`config.mk`:
```
export PLATFORM = sky130hd
export DESIGN_NAME = bounded_sequential_list_flat
export DESIGN_NICKNAME = d
export VERILOG_FILES = /design/src/sv/bsl_pkg.sv /design/src/sv/bsl_req_if.sv /design/src/sv/bsl_rsp_if.sv /design/src/sv/bsl_ram.sv /design/src/sv/bsl_ctrl.sv /design/src/sv/bsl_dpath.sv /design/src/sv/bounded_sequential_list.sv /design/src/flat_wrapper.sv
export SDC_FILE = /design/constraint.sdc
export NUM_CORES = 1
export LEC_CHECK = 0
export ABC_AREA = 1
export BUFFER_PORTS_ARGS = -buffer_cell sky130_fd_sc_hd__buf_2
export CAP_MARGIN = 20
export CORE_ASPECT_RATIO = 1.4
export CORE_MARGIN = 2
export CORE_UTILIZATION = 59
export DETAILED_ROUTE_END_ITERATION = 7
export MAX_ROUTING_LAYER = met4
export PLACE_DENSITY = 0.77
export SYNTH_ARGS = -nofsm -noshare
export SYNTH_HDL_FRONTEND = slang
export SYNTH_HIERARCHICAL = 1
export SYNTH_SLANG_ARGS = --single-unit
```
`constraint.sdc`:
```
create_clock -name clk -period 7.4 [get_ports clk]
set_clock_uncertainty 0.05 [all_clocks]
set_input_delay 0.74 -clock clk [delete_from_list [all_inputs] [get_ports clk]]
set_output_delay 0.74 -clock clk [all_outputs]
set_load 0.005 [all_outputs]
```
`src/sv/bsl_pkg.sv`:
```
// bsl_pkg: field widths, operation and status codes, and the controller/datapath
// command and status structs of the bounded sequential list.
// No dependencies.
package bsl_pkg;

  // item field widths
  localparam int OP_W     = 3;
  localparam int VALUE_W  = 32;
  localparam int POS_W    = 5;
  localparam int STATUS_W = 3;
  localparam int COUNT_W  = 5;
  localparam int INDEX_W  = 4;
  localparam int FILL_W   = 5;

  // operation codes
  localparam logic [OP_W-1:0] OP_PUSH_BACK  = 3'd0;
  localparam logic [OP_W-1:0] OP_PUSH_FRONT = 3'd1;
  localparam logic [OP_W-1:0] OP_POP_BACK   = 3'd2;
  localparam logic [OP_W-1:0] OP_POP_FRONT  = 3'd3;
  localparam logic [OP_W-1:0] OP_INSERT     = 3'd4;
  localparam logic [OP_W-1:0] OP_ERASE      = 3'd5;
  localparam logic [OP_W-1:0] OP_COUNT      = 3'd6;
  localparam logic [OP_W-1:0] OP_SEARCH     = 3'd7;

  // status codes
  localparam logic [STATUS_W-1:0] ST_OK       = 3'd0;
  localparam logic [STATUS_W-1:0] ST_FULL     = 3'd1;
  localparam logic [STATUS_W-1:0] ST_EMPTY    = 3'd2;
  localparam logic [STATUS_W-1:0] ST_BADPOS   = 3'd3;
  localparam logic [STATUS_W-1:0] ST_NOTFOUND = 3'd4;

  // what an accepted item turns into after the checks
  typedef enum logic [2:0] {
    K_ERR,
    K_INS,
    K_DEL,
    K_CNT,
    K_SRCH
  } kind_t;

  // controller to datapath
  typedef struct packed {
    logic load;
    logic up_step;
    logic place;
    logic dn_step;
    logic drop;
    logic cnt_step;
    logic probe;
    logic decide;
    logic emit;
  } cmd_t;

  // datapath to controller
  typedef struct packed {
    kind_t kind;
    logic  up_more;
    logic  asc_more;
    logic  pend;
    logic  range_live;
    logic  hit;
    logic  out_free;
  } stat_t;

endpackage

```
`src/sv/bsl_req_if.sv`:
```
// bsl_req_if: request channel of the bounded sequential list, valid/ready handshake.
// Depends on bsl_pkg for the field widths.
interface bsl_req_if;
  logic                        valid;
  logic                        ready;
  logic [bsl_pkg::OP_W-1:0]    op;
  logic [bsl_pkg::VALUE_W-1:0] value;
  logic [bsl_pkg::POS_W-1:0]   position;

  modport source (output valid, output op, output value, output position, input ready);
  modport sink (input valid, input op, input value, input position, output ready);
endinterface

```
`src/sv/bsl_rsp_if.sv`:
```
// bsl_rsp_if: result channel of the bounded sequential list, valid/ready handshake.
// Depends on bsl_pkg for the field widths.
interface bsl_rsp_if;
  logic                         valid;
  logic                         ready;
  logic [bsl_pkg::STATUS_W-1:0] status;
  logic [bsl_pkg::COUNT_W-1:0]  match_count;
  logic [bsl_pkg::INDEX_W-1:0]  found_index;
  logic [bsl_pkg::FILL_W-1:0]   fill_level;

  modport source (output valid, output status, output match_count, output found_index,
                  output fill_level, input ready);
  modport sink (input valid, input status, input match_count, input found_index,
                input fill_level, output ready);
endinterface

```
`src/sv/bsl_ram.sv`:
```
// bsl_ram: generic single-write, single-read RAM with registered read data.
// No dependencies.
module bsl_ram #(
  parameter int WIDTH = 32,
  parameter int DEPTH = 16
) (
  input  logic                     clk,
  input  logic                     wr_en,
  input  logic [$clog2(DEPTH)-1:0] wr_addr,
  input  logic [WIDTH-1:0]         wr_data,
  input  logic                     rd_en,
  input  logic [$clog2(DEPTH)-1:0] rd_addr,
  output logic [WIDTH-1:0]         rd_data
);

  logic [WIDTH-1:0] mem [DEPTH];

  // write port
  always_ff @(posedge clk) begin
    if (wr_en) begin
      mem[wr_addr] <= wr_data;
    end
  end

  // registered read port
  always_ff @(posedge clk) begin
    if (rd_en) begin
      rd_data <= mem[rd_addr];
    end
  end

endmodule

```
`src/sv/bsl_ctrl.sv`:
```
// bsl_ctrl: state machine that sequences one list item at a time.
// Depends on bsl_pkg for the command and status structs.
module bsl_ctrl (
  input  logic           clk,
  input  logic           rst,
  input  logic           req_valid,
  output logic           req_ready,
  input  bsl_pkg::stat_t stat,
  output bsl_pkg::cmd_t  cmd
);

  typedef enum logic [6:0] {
    S_IDLE   = 7'b0000001,
    S_INS    = 7'b0000010,
    S_DEL    = 7'b0000100,
    S_CNT    = 7'b0001000,
    S_PROBE  = 7'b0010000,
    S_DECIDE = 7'b0100000,
    S_DONE   = 7'b1000000
  } state_t;

  state_t state;
  state_t state_next;

  // state register
  always_ff @(posedge clk) begin
    if (rst) begin
      state <= S_IDLE;
    end else begin
      state <= state_next;
    end
  end

  // next state and commands
  always_comb begin
    state_next = state;
    cmd        = '0;
    req_ready  = 1'b0;
    case (state)
      S_IDLE: begin
        req_ready = 1'b1;
        if (req_valid) begin
          cmd.load = 1'b1;
          case (stat.kind)
            bsl_pkg::K_INS:  state_next = S_INS;
            bsl_pkg::K_DEL:  state_next = S_DEL;
            bsl_pkg::K_CNT:  state_next = S_CNT;
            bsl_pkg::K_SRCH: state_next = S_PROBE;
            default:         state_next = S_DONE;
          endcase
        end
      end
      // move entries up one place, then write the new word
      S_INS: begin
        if (stat.up_more || stat.pend) begin
          cmd.up_step = 1'b1;
        end else begin
          cmd.place  = 1'b1;
          state_next = S_DONE;
        end
      end
      // move entries down one place, then shrink
      S_DEL: begin
        if (stat.asc_more || stat.pend) begin
          cmd.dn_step = 1'b1;
        end else begin
          cmd.drop   = 1'b1;
          state_next = S_DONE;
        end
      end
      S_CNT: begin
        if (stat.asc_more || stat.pend) begin
          cmd.cnt_step = 1'b1;
        end else begin
          state_next = S_DONE;
        end
      end
      // one binary search step takes a read and a compare
      S_PROBE: begin
        if (stat.range_live) begin
          cmd.probe  = 1'b1;
          state_next = S_DECIDE;
        end else begin
          state_next = S_DONE;
        end
      end
      S_DECIDE: begin
        cmd.decide = 1'b1;
        state_next = stat.hit ? S_DONE : S_PROBE;
      end
      S_DONE: begin
        if (stat.out_free) begin
          cmd.emit   = 1'b1;
          state_next = S_IDLE;
        end
      end
      default: begin
        state_next = S_IDLE;
      end
    endcase
  end

endmodule

```
`src/sv/bsl_dpath.sv`:
```
// bsl_dpath: entry storage, fill count, walk index, search bounds and result register.
// Depends on bsl_pkg, bsl_rsp_if and bsl_ram.
module bsl_dpath #(
  parameter int DEPTH      = 16,
  parameter int WORD_WIDTH = 32
) (
  input  logic                        clk,
  input  logic                        rst,
  input  logic [bsl_pkg::OP_W-1:0]    op,
  input  logic [bsl_pkg::VALUE_W-1:0] value,
  input  logic [bsl_pkg::POS_W-1:0]   position,
  input  bsl_pkg::cmd_t               cmd,
  output bsl_pkg::stat_t              stat,
  bsl_rsp_if.source                   rsp
);

  localparam int AW = $clog2(DEPTH);
  localparam int CW = $clog2(DEPTH + 1);
  localparam int XW = (CW > bsl_pkg::POS_W) ? CW : bsl_pkg::POS_W;
  localparam int FW = (AW > bsl_pkg::INDEX_W) ? AW : bsl_pkg::INDEX_W;
  localparam int XV = (WORD_WIDTH > bsl_pkg::VALUE_W) ? WORD_WIDTH : bsl_pkg::VALUE_W;
  localparam logic [CW-1:0] DEPTH_C = CW'(DEPTH);

  // list state and per-item working registers
  logic [CW-1:0]                fill;
  logic [WORD_WIDTH-1:0]        word;
  logic [CW-1:0]                pos;
  logic [CW-1:0]                idx;
  logic [AW-1:0]                wa;
  logic                         pend;
  logic [CW-1:0]                lo;
  logic [CW-1:0]                hx;
  logic [AW-1:0]                mid;
  logic [CW-1:0]                cnt;
  logic [AW-1:0]                found;
  logic [bsl_pkg::STATUS_W-1:0] rstat;

  // result register
  logic                         ovalid;
  logic [bsl_pkg::STATUS_W-1:0] ostatus;
  logic [bsl_pkg::COUNT_W-1:0]  ocount;
  logic [bsl_pkg::INDEX_W-1:0]  ofound;
  logic [bsl_pkg::FILL_W-1:0]   ofill;

  // decode of the incoming item
  bsl_pkg::kind_t               kind_d;
  logic [bsl_pkg::STATUS_W-1:0] stat_d;
  logic [CW-1:0]                ipos_d;
  logic [XW-1:0]                posx;
  logic [XW-1:0]                fillx;
  logic [XW-1:0]                cntx;
  logic [FW-1:0]                foundx;
  logic [XV-1:0]                valx;
  logic                         fempty;
  logic                         ffull;

  // ram and walk signals
  logic                  wr_en;
  logic [AW-1:0]         wr_addr;
  logic [WORD_WIDTH-1:0] wr_data;
  logic                  rd_en;
  logic [AW-1:0]         rd_addr;
  logic [WORD_WIDTH-1:0] rd_data;
  logic [CW-1:0]         idx_dec;
  logic [CW-1:0]         idx_inc;
  logic [CW-1:0]         span;
  logic [CW-1:0]         mid_full;
  logic                  up_more;
  logic                  asc_more;
  logic                  out_free;

  assign posx   = XW'(position);
  assign fillx  = XW'(fill);
  assign cntx   = XW'(cnt);
  assign foundx = FW'(found);
  assign valx   = XV'(value);
  assign fempty = (fill == '0);
  assign ffull  = (fill == DEPTH_C);

  // checks and start position per operation
  always_comb begin
    kind_d = bsl_pkg::K_ERR;
    stat_d = bsl_pkg::ST_OK;
    ipos_d = '0;
    case (op)
      bsl_pkg::OP_PUSH_BACK: begin
        if (ffull) begin
          stat_d = bsl_pkg::ST_FULL;
        end else begin
          kind_d = bsl_pkg::K_INS;
          ipos_d = fill;
        end
      end
      bsl_pkg::OP_PUSH_FRONT: begin
        if (ffull) begin
          stat_d = bsl_pkg::ST_FULL;
        end else begin
          kind_d = bsl_pkg::K_INS;
        end
      end
      bsl_pkg::OP_POP_BACK: begin
        if (fempty) begin
          stat_d = bsl_pkg::ST_EMPTY;
        end else begin
          kind_d = bsl_pkg::K_DEL;
          ipos_d = fill - 1'b1;
        end
      end
      bsl_pkg::OP_POP_FRONT: begin
        if (fempty) begin
          stat_d = bsl_pkg::ST_EMPTY;
        end else begin
          kind_d = bsl_pkg::K_DEL;
        end
      end
      bsl_pkg::OP_INSERT: begin
        if (posx > fillx) begin
          stat_d = bsl_pkg::ST_BADPOS;
        end else if (ffull) begin
          stat_d = bsl_pkg::ST_FULL;
        end else begin
          kind_d = bsl_pkg::K_INS;
          ipos_d = posx[CW-1:0];
        end
      end
      bsl_pkg::OP_ERASE: begin
        if (fempty) begin
          stat_d = bsl_pkg::ST_EMPTY;
        end else if (posx >= fillx) begin
          stat_d = bsl_pkg::ST_BADPOS;
        end else begin
          kind_d = bsl_pkg::K_DEL;
          ipos_d = posx[CW-1:0];
        end
      end
      bsl_pkg::OP_COUNT: begin
        kind_d = bsl_pkg::K_CNT;
      end
      bsl_pkg::OP_SEARCH: begin
        kind_d = bsl_pkg::K_SRCH;
        stat_d = bsl_pkg::ST_NOTFOUND;
      end
      default: begin
        kind_d = bsl_pkg::K_ERR;
      end
    endcase
  end

  // walk and search arithmetic
  assign idx_dec  = idx - 1'b1;
  assign idx_inc  = idx + 1'b1;
  assign up_more  = (idx > pos);
  assign asc_more = (idx < fill);
  assign span     = hx - lo - 1'b1;
  assign mid_full = lo + (span >> 1);
  assign out_free = !ovalid || rsp.ready;

  // ram port selection
  always_comb begin
    wr_en   = 1'b0;
    wr_addr = wa;
    wr_data = rd_data;
    rd_en   = 1'b0;
    rd_addr = idx[AW-1:0];
    if (cmd.up_step) begin
      rd_en   = up_more;
      rd_addr = idx_dec[AW-1:0];
      wr_en   = pend;
    end
    if (cmd.dn_step) begin
      rd_en = asc_more;
      wr_en = pend;
    end
    if (cmd.cnt_step) begin
      rd_en = asc_more;
    end
    if (cmd.place) begin
      wr_en   = 1'b1;
      wr_addr = pos[AW-1:0];
      wr_data = word;
    end
    if (cmd.probe) begin
      rd_en   = 1'b1;
      rd_addr = mid_full[AW-1:0];
    end
  end

  bsl_ram #(
    .WIDTH (WORD_WIDTH),
    .DEPTH (DEPTH)
  ) u_ram (
    .clk     (clk),
    .wr_en   (wr_en),
    .wr_addr (wr_addr),
    .wr_data (wr_data),
    .rd_en   (rd_en),
    .rd_addr (rd_addr),
    .rd_data (rd_data)
  );

  // fill count, read-pending flag and result valid
  always_ff @(posedge clk) begin
    if (rst) begin
      fill   <= '0;
      pend   <= 1'b0;
      ovalid <= 1'b0;
    end else begin
      if (cmd.up_step) begin
        pend <= up_more;
      end else if (cmd.dn_step || cmd.cnt_step) begin
        pend <= asc_more;
      end else begin
        pend <= 1'b0;
      end
      if (cmd.place) begin
        fill <= fill + 1'b1;
      end else if (cmd.drop) begin
        fill <= fill - 1'b1;
      end
      if (cmd.emit) begin
        ovalid <= 1'b1;
      end else if (rsp.ready) begin
        ovalid <= 1'b0;
      end
    end
  end

  // working registers of the current item
  always_ff @(posedge clk) begin
    if (cmd.load) begin
      word  <= valx[WORD_WIDTH-1:0];
      pos   <= ipos_d;
      lo    <= '0;
      hx    <= fill;
      cnt   <= '0;
      found <= '0;
      rstat <= stat_d;
      case (kind_d)
        bsl_pkg::K_INS: idx <= fill;
        bsl_pkg::K_DEL: idx <= ipos_d + 1'b1;
        default:        idx <= '0;
      endcase
    end
    // descending walk: read below, write one place up
    if (cmd.up_step && up_more) begin
      idx <= idx_dec;
      wa  <= idx[AW-1:0];
    end
    // ascending walk: read above, write one place down
    if ((cmd.dn_step || cmd.cnt_step) && asc_more) begin
      idx <= idx_inc;
      wa  <= idx_dec[AW-1:0];
    end
    if (cmd.cnt_step && pend && (rd_data == word)) begin
      cnt <= cnt + 1'b1;
    end
    if (cmd.probe) begin
      mid <= mid_full[AW-1:0];
    end
    // narrow the search range
    if (cmd.decide) begin
      if (rd_data == word) begin
        found <= mid;
        rstat <= bsl_pkg::ST_OK;
      end else if (rd_data > word) begin
        hx <= CW'(mid);
      end else begin
        lo <= CW'(mid) + 1'b1;
      end
    end
    if (cmd.emit) begin
      ostatus <= rstat;
      ocount  <= cntx[bsl_pkg::COUNT_W-1:0];
      ofound  <= foundx[bsl_pkg::INDEX_W-1:0];
      ofill   <= fillx[bsl_pkg::FILL_W-1:0];
    end
  end

  // status to the controller
  assign stat.kind       = kind_d;
  assign stat.up_more    = up_more;
  assign stat.asc_more   = asc_more;
  assign stat.pend       = pend;
  assign stat.range_live = (lo < hx);
  assign stat.hit        = (rd_data == word);
  assign stat.out_free   = out_free;

  assign rsp.valid       = ovalid;
  assign rsp.status      = ostatus;
  assign rsp.match_count = ocount;
  assign rsp.found_index = ofound;
  assign rsp.fill_level  = ofill;

  // fill never passes capacity
  a_fill_bound: assert property (@(posedge clk) disable iff (rst) fill <= DEPTH_C)
    else $error("fill count above capacity");

  // a word is placed only when there is room
  a_place_room: assert property (@(posedge clk) disable iff (rst)
    cmd.place |-> (fill < DEPTH_C))
    else $error("place into a full list");

  // an entry is dropped only from a non-empty list
  a_drop_nonempty: assert property (@(posedge clk) disable iff (rst)
    cmd.drop |-> (fill != '0))
    else $error("drop from an empty list");

  // a waiting result is never overwritten
  a_emit_free: assert property (@(posedge clk) disable iff (rst)
    cmd.emit |-> (!ovalid || rsp.ready))
    else $error("result overwritten before it was taken");

  // a probe always lands inside the live range
  a_probe_live: assert property (@(posedge clk) disable iff (rst)
    cmd.probe |-> (lo < hx))
    else $error("search probe outside the range");

endmodule

```
`src/sv/bounded_sequential_list.sv`:
```
// Items are handled one at a time: a rejected item goes straight to its result, an insert
// or erase moves the entries between its position and the fill, a count reads every
// entry and a search probes the ascending entries by binary search. The next item is
// taken the cycle after the result is loaded; a result not yet taken holds off the load.
// Reset (synchronous) empties the list; the entry RAM is not cleared.
module bounded_sequential_list #(
  parameter int DEPTH      = 16,
  parameter int WORD_WIDTH = 32
) (
  input  logic      clk,
  input  logic      rst,
  bsl_req_if.sink   req,
  bsl_rsp_if.source rsp
);

  bsl_pkg::cmd_t  cmd;
  bsl_pkg::stat_t stat;

  // sequencer
  bsl_ctrl u_ctrl (
    .clk       (clk),
    .rst       (rst),
    .req_valid (req.valid),
    .req_ready (req.ready),
    .stat      (stat),
    .cmd       (cmd)
  );

  // storage and arithmetic
  bsl_dpath #(
    .DEPTH      (DEPTH),
    .WORD_WIDTH (WORD_WIDTH)
  ) u_dpath (
    .clk      (clk),
    .rst      (rst),
    .op       (req.op),
    .value    (req.value),
    .position (req.position),
    .cmd      (cmd),
    .stat     (stat),
    .rsp      (rsp)
  );

endmodule

```
`src/flat_wrapper.sv`:
```
// flat-port wrapper written by rule: the top's interface ports become plain ports
module bounded_sequential_list_flat 
#(
  parameter int DEPTH      = 16,
  parameter int WORD_WIDTH = 32
)
  (clk, rst, req_valid, req_op, req_value, req_position, req_ready, rsp_valid, rsp_status, rsp_match_count, rsp_found_index, rsp_fill_level, rsp_ready);
  bsl_req_if req_i ();
  bsl_rsp_if rsp_i ();
  input  logic clk;
  input  logic rst;
  input wire logic [$bits(req_i.valid)-1:0] req_valid;
  input wire logic [$bits(req_i.op)-1:0] req_op;
  input wire logic [$bits(req_i.value)-1:0] req_value;
  input wire logic [$bits(req_i.position)-1:0] req_position;
  output wire logic [$bits(req_i.ready)-1:0] req_ready;
  output wire logic [$bits(rsp_i.valid)-1:0] rsp_valid;
  output wire logic [$bits(rsp_i.status)-1:0] rsp_status;
  output wire logic [$bits(rsp_i.match_count)-1:0] rsp_match_count;
  output wire logic [$bits(rsp_i.found_index)-1:0] rsp_found_index;
  output wire logic [$bits(rsp_i.fill_level)-1:0] rsp_fill_level;
  input wire logic [$bits(rsp_i.ready)-1:0] rsp_ready;
  assign req_i.valid = req_valid;
  assign req_i.op = req_op;
  assign req_i.value = req_value;
  assign req_i.position = req_position;
  assign req_ready = req_i.ready;
  assign rsp_valid = rsp_i.valid;
  assign rsp_status = rsp_i.status;
  assign rsp_match_count = rsp_i.match_count;
  assign rsp_found_index = rsp_i.found_index;
  assign rsp_fill_level = rsp_i.fill_level;
  assign rsp_i.ready = rsp_ready;
  bounded_sequential_list #(.DEPTH(DEPTH), .WORD_WIDTH(WORD_WIDTH)) u_core (.clk(clk), .rst(rst), .req(req_i), .rsp(rsp_i));
endmodule
```
==> results of run 1 <==
## per-layer routing
metal  share of wire  wire length, µm  vias up  GRT usage
met3           0.079             5720      227     0.0427
met5               0                0        -          -
li1                -                -     9684          -
met2            0.50            36200     1030      0.477
met4           0.051             3660        0      0.149
met1            0.37            26600     9847      0.334
## sequential cells by signal (all words and copies together), names as in the netlist
signal,flops
u_core/u_dpath/fill,5
u_core/u_dpath/idx,5
u_core/u_dpath/u_ram/mem,512
u_core/u_dpath/lo,5
u_core/u_dpath/rsp.valid,1
u_core/u_dpath/word,32
u_core/u_dpath/rsp.fill_level,5
u_core/u_dpath/u_ram/rd_data,32
u_core/u_dpath/cnt,5
u_core/u_dpath/rstat,3
u_core/u_dpath/rsp.found_index,4
u_core/u_dpath/rsp.status,3
u_core/u_dpath/mid,4
u_core/u_dpath/rsp.match_count,5
u_core/u_ctrl/state,7
u_core/u_dpath/pend,1
u_core/u_dpath/hx,5
u_core/u_dpath/found,4
u_core/u_dpath/wa,4
u_core/u_dpath/pos,5
## worst reg2reg max path, cell delays in order (launching register included)
cell and delay (ps):
edfxtp_1 530, ha_1 360, a21oi_1 160, o21ai_0 100
a2bb2oi_1 140, or2_1 220, nor2_1 440, inv_2 430
o21ai_0 460, nand3b_1 410, nor2_4 840, buf_4 430
## cells in the mapped netlist, types with 2 or more instances
cell       number  share of area
a2111oi_0       2        0.00059
a21oi_1        41         0.0069
a21oi_2         2        0.00059
buf_1          14         0.0018
buf_2          42         0.0071
buf_4          10         0.0025
buf_6          32          0.012
clkbuf_1       25         0.0031
dfxtp_1        31          0.021
edfxtp_1      616           0.62
fa_1            2         0.0013
ha_1           64          0.027
inv_1         496          0.062
inv_2          13         0.0016
nand2_1       833           0.10
nand2_2         9         0.0019
nand2_4         6         0.0023
nand3_1       427          0.072
nand3_2         5         0.0017
nand3b_1        3        0.00076
nand4_1        17         0.0036
nor2_1         66         0.0083
nor2_2          7         0.0015
nor2_4          5         0.0019
nor3_1         13         0.0022
nor3_4          2         0.0011
nor4_1          3        0.00063
o211ai_1        3        0.00076
o21a_1          3        0.00076
o21ai_0        79          0.013
o21ai_1         5        0.00084
o21ai_2         2        0.00059
o21bai_1        2        0.00050
o22ai_1         2        0.00042
or2_2           4        0.00084
xnor2_1         7         0.0021
xor2_1         13         0.0038
## power by group through the flow
| stage | logic [mW] | registers, mW | clock network [mW] |
|---|---|---|---|
| 4_1_cts | 3.04 | 4.41 | 3.02 |
| 5_1_grt | 3.40 | 4.42 | 3.16 |
| 3_3_place_gp | 2.94 | 4.48 | 0 |
| 2_1_floorplan | 2.31 | 4.46 | 0 |
| 6_report | 3.09 | 4.41 | 2.98 |
| 3_5_place_dp | 3.01 | 4.49 | 0 |
## cell families (layout without fill, tap and decap cells)
| kind of cell | after synthesis | after routing |
|---|---|---|
| buf+inv | 636 | 743 |
| fa+ha+maj | 66 | 66 |
| xor+xnor | 20 | 20 |
| simple gates | 1406 | 1406 |
| compound gates | 146 | 146 |
| flops | 647 | 647 |
## path summary, 6_finish.rpt
path / start / depth (start not counted) / endpoint / slack [ps]
setup / recovery: u_core/u_dpath/idx[2] / 11 / u_core/u_dpath/u_ram/mem[5][7] / 2510
hold / removal: req_value[24] / 1 / u_core/u_dpath/word[24] / 230
setup reg to reg: u_core/u_dpath/idx[2] / 11 / u_core/u_dpath/u_ram/mem[5][7] / 2510
hold reg to reg: u_core/u_dpath/rstat[0] / 0 / u_core/u_dpath/rsp.status[0] / 390
## final cells by class
class                      count  area, µm²
clock buffer                  69       1560
fill                        3713      17200
timing repair buffer         121        923
tap                          643        805
sequential                   647      19100
multi-input combinational   1638       8080
clock inverter                41        322
inverter                     512       1950
## stage by stage
step	instances	setup WS [ps]
floorplan	2921	3030
global placement	3539	2630
detailed placement	3550	2560
CTS	3660	2570
global route	3671	2250
finish	3671	2510
==> impl_results.md, run 1 <==
* Period utilisation layout at 0.661
* Minimum clock period at 4890 ps
* Sequential Power Share at 0.421
* Final Hold Fails at 0
* CP top delay family: simple AND/OR/NAND/NOR gates
* Fin Setup TNS at 0 ps
* Worst hold path class: input pin to flop
* # IOs at 63
* DRC Markers at 0
* Post-layout util at 0.655
* Final wirelength at 72.2 mm
* H-tree Lvls at 2
* Largest family of logic cells by synthesized area: simple AND/OR/NAND/NOR gates
* Leakage at 14.0 nW
* Worst Hold Slack at 231 ps
* Commonest non-fill, non-tap cell in the layout: nand2_1
* Max stage delay on crit path at 840 ps
* Cell row count at 97
* RSZ-0062 raised after global routing: false
* Chip Width at 194 µm
* DRT iter0 DRCs at 1959
* Unique cell type count in the Yosys netlist at 52
* Synth Area in XOR/XNOR at 0.00588
* Max-cap violations at 0
* Worst Path Arrival at 5140 ps
* Ys flop type: edfxtp_1
* Syn_area_per_cell at 10.2 µm²
* Initial antenna violation count at 0
* CP max FO at 41
* DIE AREA at 52300 µm²
* Critical-path cell list: ha_1, a21oi_1, o21ai_0, a2bb2oi_1, or2_1, nor2_1, inv_2, o21ai_0, nand3b_1, nor2_4, buf_4
* Vias in the first global route at 20.8k
* NumNets Final at 3089
* Post-synthesis mux area share at 0
* Yosys reg bits at 647
* Worst path buffer plus inverter count at 2
* First-pass GRT wire length at 112 mm
* Clock share of power at 0.284
* Core box area at 50000 µm²
* Clock Sink Count at 647
* Post-synth EDFFs at 616
* Initial Utilization at 0.596
* Status: completed
* PD cells at 320 nW/µm²
* Cell Area, Synth at 29800 µm²
* Overflow after GRT at 0
* Worst-Skew Late Latency at 630 ps
* Yosys warns at 6
* CTS max path bufs at 3
* Area delta synth->final at 9.92%
* Worst-path clk slew at 60 ps
* Critical path endpoint category: flop
* CP startpoint kind: flop
* Layout cell share with drive strength beyond 1 at 0.0968
* Compound-Gate Fraction of Synth Area at 0.0266
* Post-route cell area at 32800 µm²
* CP max stage cell: nor2_4
* Gate power share at 0.295
* PortBufs at 62
* Fin. max-slew vios at 0
* Setup CP Type: flop to flop
* Final HPWL DP at 42.8 mm
* Most frequent cells in the layout: nand2_1 (832), edfxtp_1 (616), inv_1 (495)
* Via density at 5.66
* Inserted Diodes at 0
* Slew headroom at 0.172
* Maximum achievable frequency at 205 MHz
* Adder-cell share of the synthesized area at 0.0282
* Largest net degree at the start of global routing at 190
* Cts bufs inserted at 59
* Syn Nets at 3031
* Postcts setup bufs at 0
* Vias at 20.8k
* Net Switching at 3.64 mW
* Sequential fraction of the synthesis area at 0.642
* Setup violators final at 0
* Pre-antenna DRT Iters at 6
* CTS root buffer: clkbuf_16
* Sw Share at 0.347
* Synthesized instance count at 2921
* Worst IR Drop VDD at 0.451 mV
* Most used cell, CP: o21ai_0
* Pwr Total at 10.5 mW
* Worst-Margin Slew at 1230 ps
* Die Y at 270 µm
* CTS tree: built
* Post-CTS sizing at 0
* Routed len/inst at 19.7 µm
* Post-Synth Simple-Gate Area at 0.205
* Final ANT Viol Nets at 0
* # hold bufs at CTS at 0
* P_int at 6.84 mW
* Placed inst area at 30800 µm²
* WP data required at 7650 ps
* Placer Congestion at 0.875
* Gr usage total at 0.285
* Ys async rst share at 0
(Power assumes the default switching activity.)
==> run 2, diff against run 1 <==
Settings changed: ABC_AREA 1 to 0.
Clock period 7.4 ns to 4.71 ns, I/O delays scaled along.
==> run 2 against run 1 <==
First-iteration DRC count down 20%. Clock power up 43%. Non-clock buffer count up 30. Utilization up 2.4 points. Sequential cell count unchanged. Via count down 29%. Register-to-register slack worse by 2100 ps. Die area down 9.4%. Worst setup slack worse by 2100 ps. Power up 24%. Critical path type unchanged.
==> impl_results.md, run 2 <==
* Status: completed
* Fin Setup TNS at 0 ps
* Period utilisation layout at 0.921
* Setup CP Type: flop to flop
* Ys async rst share at 0
* Worst hold path class: input pin to flop
* Worst-Margin Slew at 767 ps
* Cts bufs inserted at 56
* Most frequent cells in the layout: edfxtp_1 (616), mux4_2 (128), nand2_1 (74)
* Vias at 14.8k
* Setup violators final at 0
* Via density at 6.44
* Commonest non-fill, non-tap cell in the layout: edfxtp_1
* Most numerous cell in the Yosys netlist: edfxtp_1
* Gr usage total at 0.274
* H-tree Lvls at 2
* DRC Markers at 0
* First-pass GRT wire length at 91.7 mm
* Cell Area, Synth at 27000 µm²
* Max-cap violations at 0
* Routed len/inst at 26.8 µm
* Die Y at 257 µm
* Worst Hold Slack at 14.0 ps
* Synth area leaders: edfxtp_1 (69%), mux4_2 (11%), ha_1 (3.0%)
* Fin. max-slew vios at 0
* CP startpoint kind: flop
* Multi-input logic area at 7410 µm²
* Largest Register: u_core/u_dpath/u_ram/mem
* Critical path endpoint category: flop
* Hold path startpoint: req_value[15]
* Synthesized instance count at 1513
* Clock Sink Count at 647
* Final ANT Viol Nets at 0
* FF/Latch Area at 19100 µm²
* Crit path launch: u_core/u_dpath/idx[1]
* Largest area contributor in the netlist: edfxtp_1
* Syn Nets at 1623
* Post-synth EDFFs at 616
* Leakage at 10.3 nW
* Cells after DPL at 2170
* Max FFs per register at 512
* Ys flop type: edfxtp_1
* Chip Width at 185 µm
* Core box area at 45100 µm²
* Placer Congestion at 0.885
* DIE AREA at 47400 µm²
* CTS max path bufs at 3
* Initial antenna violation count at 0
* NumNets Final at 1756
* Maximum achievable frequency at 230 MHz
* Yosys reg bits at 647
* Area delta synth->final at 13.6%
* Layout cell share with drive strength beyond 1 at 0.242
* # IOs at 63
* Final HPWL DP at 36.2 mm
* DRT iter0 DRCs at 1570
* Sequential fraction of the synthesis area at 0.709
* Post-Synth Simple-Gate Area at 0.0510
* Post-layout util at 0.679
* Minimum clock period at 4340 ps
* Worst-path clk slew at 70 ps
* CTS root buffer: clkbuf_16
* Pre-antenna DRT Iters at 6
* Initial Utilization at 0.597
* WP data required at 5130 ps
* RR Startpoint: u_core/u_dpath/idx[1]
* Post-synthesis mux area share at 0.126
* Synth top cells by count: edfxtp_1 (616), mux4_2 (128), nand2_1 (74)
* Yosys warns at 6
* CTS tree: built
* Final wirelength at 61.7 mm
* Top cell type's share of synthesized area at 0.686
* RSZ-0062 raised after global routing: false
* Largest net degree at the start of global routing at 44
* CP max FO at 19
* PD cells at 425 nW/µm²
* Fill cells at 2869
* Slew headroom at 0.483
* Worst IR Drop VDD at 0.329 mV
* Synth Area in XOR/XNOR at 0.00910
* Vias in the first global route at 14.8k
* PortBufs at 62
* Unique cell type count in the Yosys netlist at 77
* Overflow after GRT at 0
* Syn_area_per_cell at 17.8 µm²
* Fin cells at 2300
* Cell row count at 92
* Final Hold Fails at 0
* Adder-cell share of the synthesized area at 0.0312
* Compound-Gate Fraction of Synth Area at 0.0503
* Worst Path Arrival at 4750 ps
* Largest family of logic cells by synthesized area: multiplexers
* Worst-Skew Late Latency at 610 ps
* Largest registers: u_core/u_dpath/u_ram/mem x512, u_core/u_dpath/u_ram/rd_data x32, u_core/u_dpath/word x32
-- run 2: changes by cell type in the layout (fill, tap and decap cells not counted), sizes merged, moves of 16 or more --
cell	before	now
mux4	0	128
dlygate4sd3	0	29
nand2	848	74
nand2b	0	22
nand3	433	11
nor2	79	58
a21o	1	17
a22oi	0	67
o21ai	86	34
inv	513	65
mux2	0	41
-- run 2: area by class of cell --
class                   instances  area share
clock inverters                28     0.00654
well taps                     611      0.0250
clock buffers                  72      0.0484
diodes                          1   0.0000817
flip-flops and latches        647       0.624
repair buffers                151      0.0458
multi-input cells             726       0.242
inverters                      64     0.00785
-- run 2: path summary, 6_finish.rpt --
check | to | slack, ps | cells after the start
min | u_core/u_dpath/word[15] | 10 | 1
min reg2reg | u_core/u_dpath/rsp.found_index[1] | 380 | 0
max | u_core/u_dpath/u_ram/rd_data[22] | 370 | 13
max reg2reg | u_core/u_dpath/u_ram/rd_data[22] | 370 | 13
-- run 2: metrics by stage --
step / power [mW] / worst slack [ps] / instance area, µm²
after floorplan: 8.18 / -80.9 / 27000
after global placement: 8.78 / 600 / 28600
after detailed placement: 8.83 / 469 / 28600
after CTS: 13.1 / 430 / 30600
after global routing: 13.5 / 95.6 / 30600
final: 13.0 / 370 / 30600
-- run 2: worst max-delay path: stages (launching register included) --
cell and delay (ps):
edfxtp_1 520, ha_1 350, nor2b_1 130, o31ai_1 70, a21oi_1 370, nor2_1 110, nor2_1 460, nand2_1 130
xor2_1 160, o21ai_0 610, nor2b_4 700, buf_12 280, a22oi_1 130, nand2_1 120
-- run 2: routing by layer --
metal  global-route usage  up-vias  share of wire
li1                     -     6316              -
met5                    -        -              0
met1                0.349     7557           0.36
met2                0.444      790           0.51
met3               0.0446      155          0.084
met4                0.108        0          0.040
-- run 2: cells by family after synthesis --
family / Yosys count
compound gates: 196
flops: 647
xor+xnor: 28
mux: 175
fa+ha+maj: 66
simple gates: 261
buf+inv: 140
-- run 2: power by group --
group | switching (mW) | internal (mW)
Combinational | 1.17 | 0.989
Sequential | 0.107 | 6.48
Clock | 1.98 | 2.28
-- run 2: what timing repair did --
action                                 4_1_cts  5_1_grt
hold buffers                                29        0
endpoints found under the hold margin       29        0
resized for setup                            0        0
setup buffers                                0        0
